[config.mk]
export PLATFORM = sky130hd
export DESIGN_NAME = ordered_list_engine
export DESIGN_NICKNAME = d
export VERILOG_FILES = /design/src/rtl/ole_pkg.sv /design/src/rtl/ole_ctrl.sv /design/src/rtl/ole_datapath.sv /design/src/rtl/ordered_list_engine.sv
export SDC_FILE = /design/constraint.sdc
export NUM_CORES = 2
export LEC_CHECK = 0
export BUFFER_PORTS_ARGS = -buffer_cell sky130_fd_sc_hd__buf_2
export CORE_ASPECT_RATIO = 0.75
export CORE_MARGIN = 2
export CORE_UTILIZATION = 62
export DETAILED_ROUTE_END_ITERATION = 8
export GPL_TIMING_DRIVEN = 0
export MAX_ROUTING_LAYER = met4
export PLACE_DENSITY_LB_ADDON = 0.2
export SYNTH_ARGS = -nofsm -noshare
export SYNTH_HDL_FRONTEND = slang
export SYNTH_SLANG_ARGS = --single-unit
[constraint.sdc]
create_clock -name clk_i -period 7.9 [get_ports clk_i]
set_input_delay 0.79 -clock clk_i [delete_from_list [all_inputs] [get_ports clk_i]]
set_output_delay 0.79 -clock clk_i [all_outputs]
set_load 0.005 [all_outputs]
[src/rtl/ole_pkg.sv]
// Shared constants, command and status codes, and control structs for the
// ordered list engine. No dependencies.
`default_nettype none

package ole_pkg;

  localparam int Capacity = 16;
  localparam int IdxW     = $clog2(Capacity);
  localparam int CmdW     = 3;
  localparam int PosW     = 5;
  localparam int DataW    = 32;
  localparam int StatW    = 3;
  localparam int FoundW   = 4;
  localparam int CntW     = 5;

  typedef enum logic [CmdW-1:0] {
    CMD_ADD_TAIL   = 3'd0,
    CMD_ADD_HEAD   = 3'd1,
    CMD_INSERT_AT  = 3'd2,
    CMD_REMOVE_TAIL = 3'd3,
    CMD_REMOVE_HEAD = 3'd4,
    CMD_REMOVE_AT  = 3'd5,
    CMD_FIND       = 3'd6,
    CMD_CLEAR      = 3'd7
  } cmd_e;

  typedef enum logic [StatW-1:0] {
    ST_OK        = 3'd0,
    ST_BAD_INDEX = 3'd1,
    ST_EMPTY     = 3'd2,
    ST_FULL      = 3'd3,
    ST_NOT_FOUND = 3'd4
  } status_e;

  // controller -> datapath
  typedef struct packed {
    logic load;  // capture input beat
    logic exec;  // apply captured command
  } dp_cmd_t;

endpackage

`default_nettype wire

[src/rtl/ole_ctrl.sv]
// Handshake controller for the ordered list engine: idle / execute / respond.
// Depends on ole_pkg.
`default_nettype none

module ole_ctrl (
  input  wire logic            clk_i,
  input  wire logic            rst_ni,
  input  wire logic            in_valid_i,
  output logic                 in_ready_o,
  output logic                 out_valid_o,
  input  wire logic            out_ready_i,
  output ole_pkg::dp_cmd_t     dp_cmd_o
);

  typedef enum logic [1:0] {
    S_IDLE,
    S_EXEC,
    S_RESP
  } state_e;

  state_e state_q;
  logic   out_valid_q;

  assign in_ready_o    = (state_q == S_IDLE) || ((state_q == S_RESP) && out_ready_i);
  assign out_valid_o   = out_valid_q;
  assign dp_cmd_o.load = in_valid_i && in_ready_o;
  assign dp_cmd_o.exec = (state_q == S_EXEC);

  always_ff @(posedge clk_i or negedge rst_ni) begin
    if (!rst_ni) begin
      state_q     <= S_IDLE;
      out_valid_q <= 1'b0;
    end else begin
      case (state_q)
        S_IDLE: begin
          if (in_valid_i) state_q <= S_EXEC;
        end
        S_EXEC: begin
          state_q     <= S_RESP;
          out_valid_q <= 1'b1;
        end
        S_RESP: begin
          if (out_ready_i) begin
            out_valid_q <= 1'b0;
            state_q     <= in_valid_i ? S_EXEC : S_IDLE;
          end
        end
        default: begin
          state_q     <= S_IDLE;
          out_valid_q <= 1'b0;
        end
      endcase
    end
  end

endmodule

`default_nettype wire

[src/rtl/ole_datapath.sv]
// Entry cell chain, count, match search and result registers of the
// ordered list engine. Depends on ole_pkg.
`default_nettype none

module ole_datapath (
  input  wire logic                            clk_i,
  input  wire logic                            rst_ni,
  input  wire ole_pkg::dp_cmd_t                dp_cmd_i,
  input  wire logic [ole_pkg::CmdW-1:0]        cmd_i,
  input  wire logic [ole_pkg::PosW-1:0]        position_i,
  input  wire logic signed [ole_pkg::DataW-1:0] item_value_i,
  output logic [ole_pkg::StatW-1:0]            status_o,
  output logic [ole_pkg::FoundW-1:0]           found_position_o,
  output logic [ole_pkg::CntW-1:0]             entry_count_o
);

  localparam int Cap = ole_pkg::Capacity;

  // captured command
  ole_pkg::cmd_e                cmd_q;
  logic [ole_pkg::PosW-1:0]     pos_q;
  logic [ole_pkg::DataW-1:0]    val_q;

  logic [ole_pkg::DataW-1:0]    entries_q [Cap];
  logic [ole_pkg::CntW-1:0]     count_q, count_d;

  ole_pkg::status_e             status_q, status_d;
  logic [ole_pkg::FoundW-1:0]   found_q, found_d;

  logic                         full, empty;
  logic                         do_ins, do_del;
  logic [ole_pkg::CntW-1:0]     op_pos;
  logic [Cap-1:0]               match;
  logic                         hit;
  logic [ole_pkg::IdxW-1:0]     hit_idx;

  assign full  = (count_q == ole_pkg::CntW'(Cap));
  assign empty = (count_q == '0);

  always_comb begin
    match   = '0;
    hit     = 1'b0;
    hit_idx = '0;
    for (int i = 0; i < Cap; i++) begin
      match[i] = (ole_pkg::CntW'(i) < count_q) && (entries_q[i] == val_q);
    end
    // lowest matching index wins
    for (int i = Cap - 1; i >= 0; i--) begin
      if (match[i]) begin
        hit     = 1'b1;
        hit_idx = ole_pkg::IdxW'(i);
      end
    end
  end

  always_comb begin
    status_d = ole_pkg::ST_OK;
    found_d  = '0;
    count_d  = count_q;
    do_ins   = 1'b0;
    do_del   = 1'b0;
    op_pos   = '0;
    case (cmd_q)
      ole_pkg::CMD_ADD_TAIL, ole_pkg::CMD_ADD_HEAD: begin
        if (full) begin
          status_d = ole_pkg::ST_FULL;
        end else begin
          do_ins  = 1'b1;
          op_pos  = (cmd_q == ole_pkg::CMD_ADD_TAIL) ? count_q : '0;
          count_d = count_q + ole_pkg::CntW'(1);
        end
      end
      ole_pkg::CMD_INSERT_AT: begin
        if (pos_q > count_q) begin
          status_d = ole_pkg::ST_BAD_INDEX;
        end else if (full) begin
          status_d = ole_pkg::ST_FULL;
        end else begin
          do_ins  = 1'b1;
          op_pos  = pos_q;
          count_d = count_q + ole_pkg::CntW'(1);
        end
      end
      ole_pkg::CMD_REMOVE_TAIL, ole_pkg::CMD_REMOVE_HEAD: begin
        if (empty) begin
          status_d = ole_pkg::ST_EMPTY;
        end else begin
          do_del  = 1'b1;
          op_pos  = (cmd_q == ole_pkg::CMD_REMOVE_TAIL) ? count_q - ole_pkg::CntW'(1) : '0;
          count_d = count_q - ole_pkg::CntW'(1);
        end
      end
      ole_pkg::CMD_REMOVE_AT: begin
        if (pos_q >= count_q) begin
          status_d = ole_pkg::ST_BAD_INDEX;
        end else begin
          do_del  = 1'b1;
          op_pos  = pos_q;
          count_d = count_q - ole_pkg::CntW'(1);
        end
      end
      ole_pkg::CMD_FIND: begin
        if (empty) begin
          status_d = ole_pkg::ST_EMPTY;
        end else if (hit) begin
          found_d = ole_pkg::FoundW'(hit_idx);
        end else begin
          status_d = ole_pkg::ST_NOT_FOUND;
        end
      end
      ole_pkg::CMD_CLEAR: begin
        if (empty) status_d = ole_pkg::ST_EMPTY;
        else       count_d  = '0;
      end
      default: status_d = ole_pkg::ST_OK;
    endcase
  end

  always_ff @(posedge clk_i) begin
    if (dp_cmd_i.load) begin
      cmd_q <= ole_pkg::cmd_e'(cmd_i);
      pos_q <= position_i;
      val_q <= item_value_i;
    end
  end

  // each cell looks only at its neighbors
  always_ff @(posedge clk_i) begin
    if (dp_cmd_i.exec) begin
      for (int i = 0; i < Cap; i++) begin
        if (do_ins) begin
          if (ole_pkg::CntW'(i) == op_pos) begin
            entries_q[i] <= val_q;
          end else if ((i > 0) && (ole_pkg::CntW'(i) > op_pos)) begin
            entries_q[i] <= entries_q[(i > 0) ? i - 1 : 0];
          end
        end else if (do_del) begin
          if ((i < Cap - 1) && (ole_pkg::CntW'(i) >= op_pos)) begin
            entries_q[i] <= entries_q[(i < Cap - 1) ? i + 1 : i];
          end
        end
      end
      status_q <= status_d;
      found_q  <= found_d;
    end
  end

  always_ff @(posedge clk_i or negedge rst_ni) begin
    if (!rst_ni) begin
      count_q <= '0;
    end else if (dp_cmd_i.exec) begin
      count_q <= count_d;
    end
  end

  assign status_o         = status_q;
  assign found_position_o = found_q;
  assign entry_count_o    = count_q;

endmodule

`default_nettype wire

[src/rtl/ordered_list_engine.sv]
// Top level of the ordered list engine: controller plus datapath.
// Depends on ole_pkg, ole_ctrl, ole_datapath.
//
//  channel | handshake              | payload
//  --------+------------------------+------------------------------------
//  in      | in_valid_i / in_ready_o | cmd_i, position_i, item_value_i
//  out     | out_valid_o / out_ready_i | status_o, found_position_o, entry_count_o
//
// Each command is captured on its beat, then executed in the execute state, in which
// all 16 cells shift and compare in parallel; the result is valid the cycle
// after. A new beat is taken in the same cycle the result beat leaves.
// Reset clears the count and control only; entries hold until written.
// A stalled result blocks new input.
`default_nettype none

module ordered_list_engine (
  input  wire logic                             clk_i,
  input  wire logic                             rst_ni,
  input  wire logic                             in_valid_i,
  output logic                                  in_ready_o,
  input  wire logic [ole_pkg::CmdW-1:0]         cmd_i,
  input  wire logic [ole_pkg::PosW-1:0]         position_i,
  input  wire logic signed [ole_pkg::DataW-1:0] item_value_i,
  output logic                                  out_valid_o,
  input  wire logic                             out_ready_i,
  output logic [ole_pkg::StatW-1:0]             status_o,
  output logic [ole_pkg::FoundW-1:0]            found_position_o,
  output logic [ole_pkg::CntW-1:0]              entry_count_o
);

  ole_pkg::dp_cmd_t dp_cmd;

  ole_ctrl u_ctrl (
    .clk_i       (clk_i),
    .rst_ni      (rst_ni),
    .in_valid_i  (in_valid_i),
    .in_ready_o  (in_ready_o),
    .out_valid_o (out_valid_o),
    .out_ready_i (out_ready_i),
    .dp_cmd_o    (dp_cmd)
  );

  ole_datapath u_dp (
    .clk_i            (clk_i),
    .rst_ni           (rst_ni),
    .dp_cmd_i         (dp_cmd),
    .cmd_i            (cmd_i),
    .position_i       (position_i),
    .item_value_i     (item_value_i),
    .status_o         (status_o),
    .found_position_o (found_position_o),
    .entry_count_o    (entry_count_o)
  );

  a_count_range: assert property (@(posedge clk_i) disable iff (!rst_ni)
    out_valid_o |-> (entry_count_o <= ole_pkg::CntW'(ole_pkg::Capacity)))
    else $error("entry count above capacity");

  a_found_ok: assert property (@(posedge clk_i) disable iff (!rst_ni)
    (out_valid_o && (found_position_o != '0)) |-> (status_o == ole_pkg::ST_OK))
    else $error("found position set on failed command");

  a_exec_gap: assert property (@(posedge clk_i) disable iff (!rst_ni)
    (in_valid_i && in_ready_o) |=> (!out_valid_o && !in_ready_o))
    else $error("accepted beat did not enter execute");

  a_fail_keeps_count: assert property (@(posedge clk_i) disable iff (!rst_ni)
    (out_valid_o && out_ready_i && in_valid_i) |=> ##1
      ((status_o == ole_pkg::ST_OK) || (entry_count_o == $past(entry_count_o, 2))))
    else $error("failed command changed the count");

endmodule

`default_nettype wire
# Word level (Yosys, flattened, before mapping)
# Memory sizes are Yosys's and may differ from the RTL's.
# Cells that the tools add are included.
totals:
  ff_bits: 55
  latch_bits: 0
  ramBits: 512
  rom_bits: 0
  input_bits: 44
  output_inout_bits: 14
  wordCells: 484
  memories: 1
memory_table:
  columns: ["memory", "words", "width", "rd", "rd_ports_with_merged_regs", "write_ports", "line_no", "rtl"]
  rows:
  - ["u_dp.entries_q", 16, 32, 16, 0, 16, "ole_datapath.sv:24", "logic [ole_pkg::DataW-1:0] entries_q [Cap];"]
classes:
  add_sub_neg: 2
  n_mul: 0
  div: 0
  order_cmp: 48
  eq_ne: 47
  n_shift: 0
  n_mux: 308
  bitwise: 33
  reduce_logical: 34
op_table:
  columns: ["cell", "n"]
  rows:
  - ["two-way mux 32 bit", 30]
  - ["equality test 32 bit", 16]
  - ["two-way mux 1 bit", 238]
  - ["two-way mux 5 bit", 12]
  - ["equality test 4 x 5 -> 1 bit, first input constant", 8]
  - ["> comparator 4 x 5 -> 1 bit, first input constant", 8]
  - ["< comparator 4 x 5 -> 1 bit, first input constant", 8]
  - ["greater-or-equal comparator 4 x 5 -> 1 bit, first input constant", 7]
  - ["two-way mux 4 bit", 8]
  - ["bitwise OR 1 bit", 30]
  - ["one-hot mux 5 bit (5 select lines)", 1]
  - ["two-way mux 3 bit", 7]
  - ["equality test 3 x 5 -> 1 bit, first input constant", 4]
  - ["greater-or-equal comparator 3 x 5 -> 1 bit, first input constant", 4]
  - ["> comparator 3 x 5 -> 1 bit, first input constant", 4]
  - ["< comparator 3 x 5 -> 1 bit, first input constant", 4]
  - ["one-hot mux 5 bit (4 select lines)", 1]
  - ["logical AND 1 bit", 18]
  - ["one-hot mux 3 bit (5 select lines)", 1]
  - ["equality test 3 bit, second input constant", 4]
  - ["two-way mux 2 bit", 6]
  - ["inequality test 2 bit, second input constant", 6]
  - ["OR reduction 11 bit", 1]
  - ["equality test 2 x 5 -> 1 bit, first input constant", 2]
  - ["32 further kinds", 44]

# Depth between registers and ports, before layout
# An unclocked memory read counts as a cell.
logic_depth:
  depth_word: 22
  mapped_depth: 16
  mapped_depth_nobuf: 12

# Cells and area by module
# From an unflattened synthesis, not the netlist that was laid out.
unflattened:
  hier_cells: 3340
  hier_area_um2: 34375.5
modules_own_cells:
  columns: ["mod", "n_inst", "cells_each", "area_per_inst_um2"]
  rows:
  - ["ole_datapath", 1, 3328, 34230.3]
  - ["ole_ctrl", 1, 12, 145.1]

# Least setup slack after synthesis
# No wires, ideal clock.
synth_timing:
  kind: "register to register"
  start: "register u_dp.count_q (netlist bit u_dp.entry_count_o[4])"
  end: "memory u_dp.entries_q[0][0] in the netlist's numbering (enable)"
  arrival_time_ns: 5.213
  path_slack_ns: 2.266
  path_stages_with_launch: 16
  path_buffers: 4
  cell_sequence: "dfrtp_1 > buf_2 > clkinv_1 > ha_1 > and3_1 > and3_1 > a31oi_1 > o22a_1 > o221ai_2 > buf_2 > or2_2 > buf_2 > clkbuf_1 > inv_1 > nand2_1 > nor2_1"
synth_rtl:
  columns: ["element", "line_no", "rtl"]
  rows:
  - ["from (decl)", "ole_datapath.sv:25", "logic [ole_pkg::CntW-1:0] count_q, count_d;"]
  - ["from (signal assigned)", "ole_datapath.sv:152", "count_q <= count_d;"]
  - ["to (decl)", "ole_datapath.sv:24", null]

==> impl_metrics.yaml <==
status:
  status: "complete, but fails checks"
  violations: "DRC, capacitance limit, slew limit"
sta:
  final_max_slew_viol_count: 11
  setup_tns_ns: 0
  hold_viol_final: 0
  fmax_mhz: 142
  tightest_slew_ns: 1.65
  finalCritPeriodShare_pct: 88.9
  rsz0062_at_grt: "no"
  period_minus_slack_ns: 7.02
  relSlewSlack_pct: -11.3
  setup_violations: 0
  fin_skew_ns: 0.0261
drt:
  first_pass_iters: 9
  avgViaCountPerCell: 7.25
  wire_per_inst_um: 34.1
  wl_um: 147000
  via_count: 31232
  drc: 12
  postRouteAntennaNets: 0
  drt_iter0_markers: 7123
grt:
  grt_use_total_pct: 52.2
  first_global_vias: 28445
  antenna_found_initial: 6
  grt_pass1_wl_um: 204000
  grt_max_degree: 41
  grt_overflow: 0
cts:
  clockRootBuffer: "clkbuf_16"
  clkLatencyLatePin_ns: 0.65
  clk_pin_slew_ns: 0.07
  cts_buffers: 57
  clock_sinks: 567
  cts_resized: 0
  cts_hold_repair.buffers: 1
  post_cts_buffers: 0
  cts_buffer_depth: 3
  h-tree-depth: 2
  cts_tree: "built"
pwr:
  switching_share_pct: 38.7
  combPwrFrac_pct: 32.3
  power_switching_mw: 4.09
  power_density_mw_per_mm2: 280
  ir_drop_mv: 0.232
  p_leak_nw: 13.1
  p_int_mw: 6.46
  seq_power_share_pct: 40.8
  p_clk_share_pct: 26.9
setup_path:
  end_kind: "flop"
  arrival_ns: 7.41
  reg2reg_depth: 15
  path_max_fanout: 33
  reg2reg_from: "u_dp.entry_count_o[4]"
  r2r_slack_ns: 0.88
  cp.required_ns: 8.29
  worstSetupPathType: "reg -> reg"
  critPathCapture: "u_dp.entries_q[0][105]"
  cp-startpoint: "u_dp.entry_count_o[4]"
  startpoint_type: "flop"
  reg2reg_to: "u_dp.entries_q[0][105]"
logic_synthesis:
  yosysTopAreaCell: "edfxtp_1"
  syn-num-nets: 3452
  yosysUniqueCellTypes: 71
  ys.warnings.count: 0
  syn_area_per_cell_um2: 10.0
  synth_top_flop_cell: "edfxtp_1"
  yosysTopAreaCellShare_pct: 49.1
  syn_inst: 3400
  ys_ff_latch: 567
  ys_top_cells_by_count: "edfxtp_1, nand2_1, xor2_1, clkbuf_1, xnor2_1"
  ys_async_sr_fraction_pct: 1.41
  yosys-top-cells-area: "edfxtp_1, xor2_1, nand2_1, xnor2_1, mux2i_1"
  synth.most_common_cell: "edfxtp_1"
  synth-edff-count: 559
  synth_area_mm2: 0.0342
  yosysSeqAreaShare_pct: 49.7
die:
  die_area_mm2: 0.0570
  io-pin-count: 58
  fp.dieW_um: 275
  fp-row-count: 74
  die_h_um: 207
  initial_core_util_pct: 62.7
  coreArea_mm2: 0.0544
cells_and_area:
  area_delta_synth_final_pct: 10.1
  drive_gt1_share_pct: 8.52
  stdcell_area_mm2: 0.0376
  layout.nets: 3586
placement:
  gp_congestion: 1.18
  dpl.hpwl_um: 115000
  dpl_cell_area_mm2: 0.0357
  numPortBuffers: 57
flow_run:
  cap_violations: 2
min_path:
  worstHoldPathType: "in -> reg"
  min-delay-start: "item_value_i[17]"
==> layout make-up <==
class	instances	area, um^2
antenna	8	20.0
multi-input combinational	2514	16000
timing repair buffer	75	586
tap	722	903
inverter	13	48.8
clock buffer	70	1540
clock inverter	35	312
buffer	306	1220
sequential	567	17000
fill	4092	16800
==> logic make-up after synthesis <==
logic type      count (synthesis)  synth area share [%]
simple gates                 1179                  15.4
flops                         567                  49.7
compound gates                556                  9.90
xor+xnor                      513                  13.2
buf+inv                       319                  3.72
mux                           258                  7.80
fa+ha+maj                       8                 0.293
==> power by group through the flow <==
stage / Combinational [mW] / Clock [mW] / Sequential, mW
after floorplan: 1.84 / 0 / 4.23
after global placement: 2.92 / 0 / 4.35
after detailed placement: 3.09 / 0 / 4.33
after CTS: 3.12 / 2.78 / 4.28
after global routing: 3.44 / 2.88 / 4.32
final: 3.41 / 2.84 / 4.30
==> state kept, by name (all words and copies together), names as in the netlist <==
register and flops:
u_dp.entries_q 512, u_dp.val_q 32, u_dp.entry_count_o 5, u_dp.pos_q 5, u_dp.found_position_o 4, u_dp.cmd_q 3
u_dp.status_o 3, u_ctrl.state_q 2, u_ctrl.out_valid_o 1
==> routing by layer <==
metal  share of wire (%)  GRT usage [%]  vias up
met2                  38           64.5     3342
li1                    -              -    12448
met3                  22           34.4      461
met5                   0              -        -
met1                  36           69.3    14981
met4                 3.8           13.3        0
==> cells in the final DEF (no fill, tap or decap), types with 8 or more instances in the layout <==
cell       synthesis  routed
mux2i_1          193     193
o21ai_1           25      25
nor2b_1           41      39
buf_2             34      93
inv_1             12      10
clkinv_2           0      11
nor3_1            22      20
mux2_2            65      65
a221o_1           32      32
clkinv_1           1      15
clkbuf_16          0      58
o21ai_0          193     193
nor4_1            79      79
a22oi_1           34      34
edfxtp_1         559     559
dfrtp_1            8       8
nand2_1          548     547
clkbuf_1         236     244
nand4_1           72      72
a31oi_1          133     133
buf_1             29      29
nor2_1           231     227
ha_1               8       8
diode_2            0       8
xor2_1           280     280
a21oi_1           94      91
xnor2_1          233     233
nand3_1          144     144
==> critical path: stages (launching register included) <==
cell and delay, ns:
dfrtp_1 0.35, buf_2 0.23, clkinv_1 0.42, ha_1 0.47
and3_1 0.20, o21ai_1 0.11, a31oi_1 0.61, nor4_1 0.18
o31ai_2 1.18, or2_2 0.26, buf_2 0.30, clkbuf_1 0.57
inv_2 0.53, nand2_1 0.42, clkinv_1 0.52, buf_16 0.35
==> worst min-delay path by stage <==
stage	endpoint	slack (ns)	cells after the start
2_1_floorplan	u_ctrl.out_valid_o	0.47	1
3_3_place_gp	u_ctrl.out_valid_o	0.46	1
3_5_place_dp	u_ctrl.out_valid_o	0.47	1
4_1_cts	u_dp.val_q[17]	0.31	1
5_1_grt	u_dp.val_q[18]	0.32	1
6_report	u_dp.val_q[17]	0.32	1
==> per-stage QoR <==
stage | worst slack (ns) | hold slack [ns] | total power [mW] | utilization [%] | cells
5_1_grt | 0.725 | 0.319 | 10.6 | 69.1 | 4308
6_report | 0.876 | 0.316 | 10.5 | 69.1 | 4310
3_5_place_dp | 0.768 | 0.474 | 7.43 | 65.6 | 4195
2_1_floorplan | 2.27 | 0.474 | 6.07 | - | 3400
3_3_place_gp | -0.281 | 0.456 | 7.27 | 64.9 | 4179
4_1_cts | 0.706 | 0.311 | 10.2 | 69.0 | 4301
No activity file was read; power rests on OpenSTA's default activity.
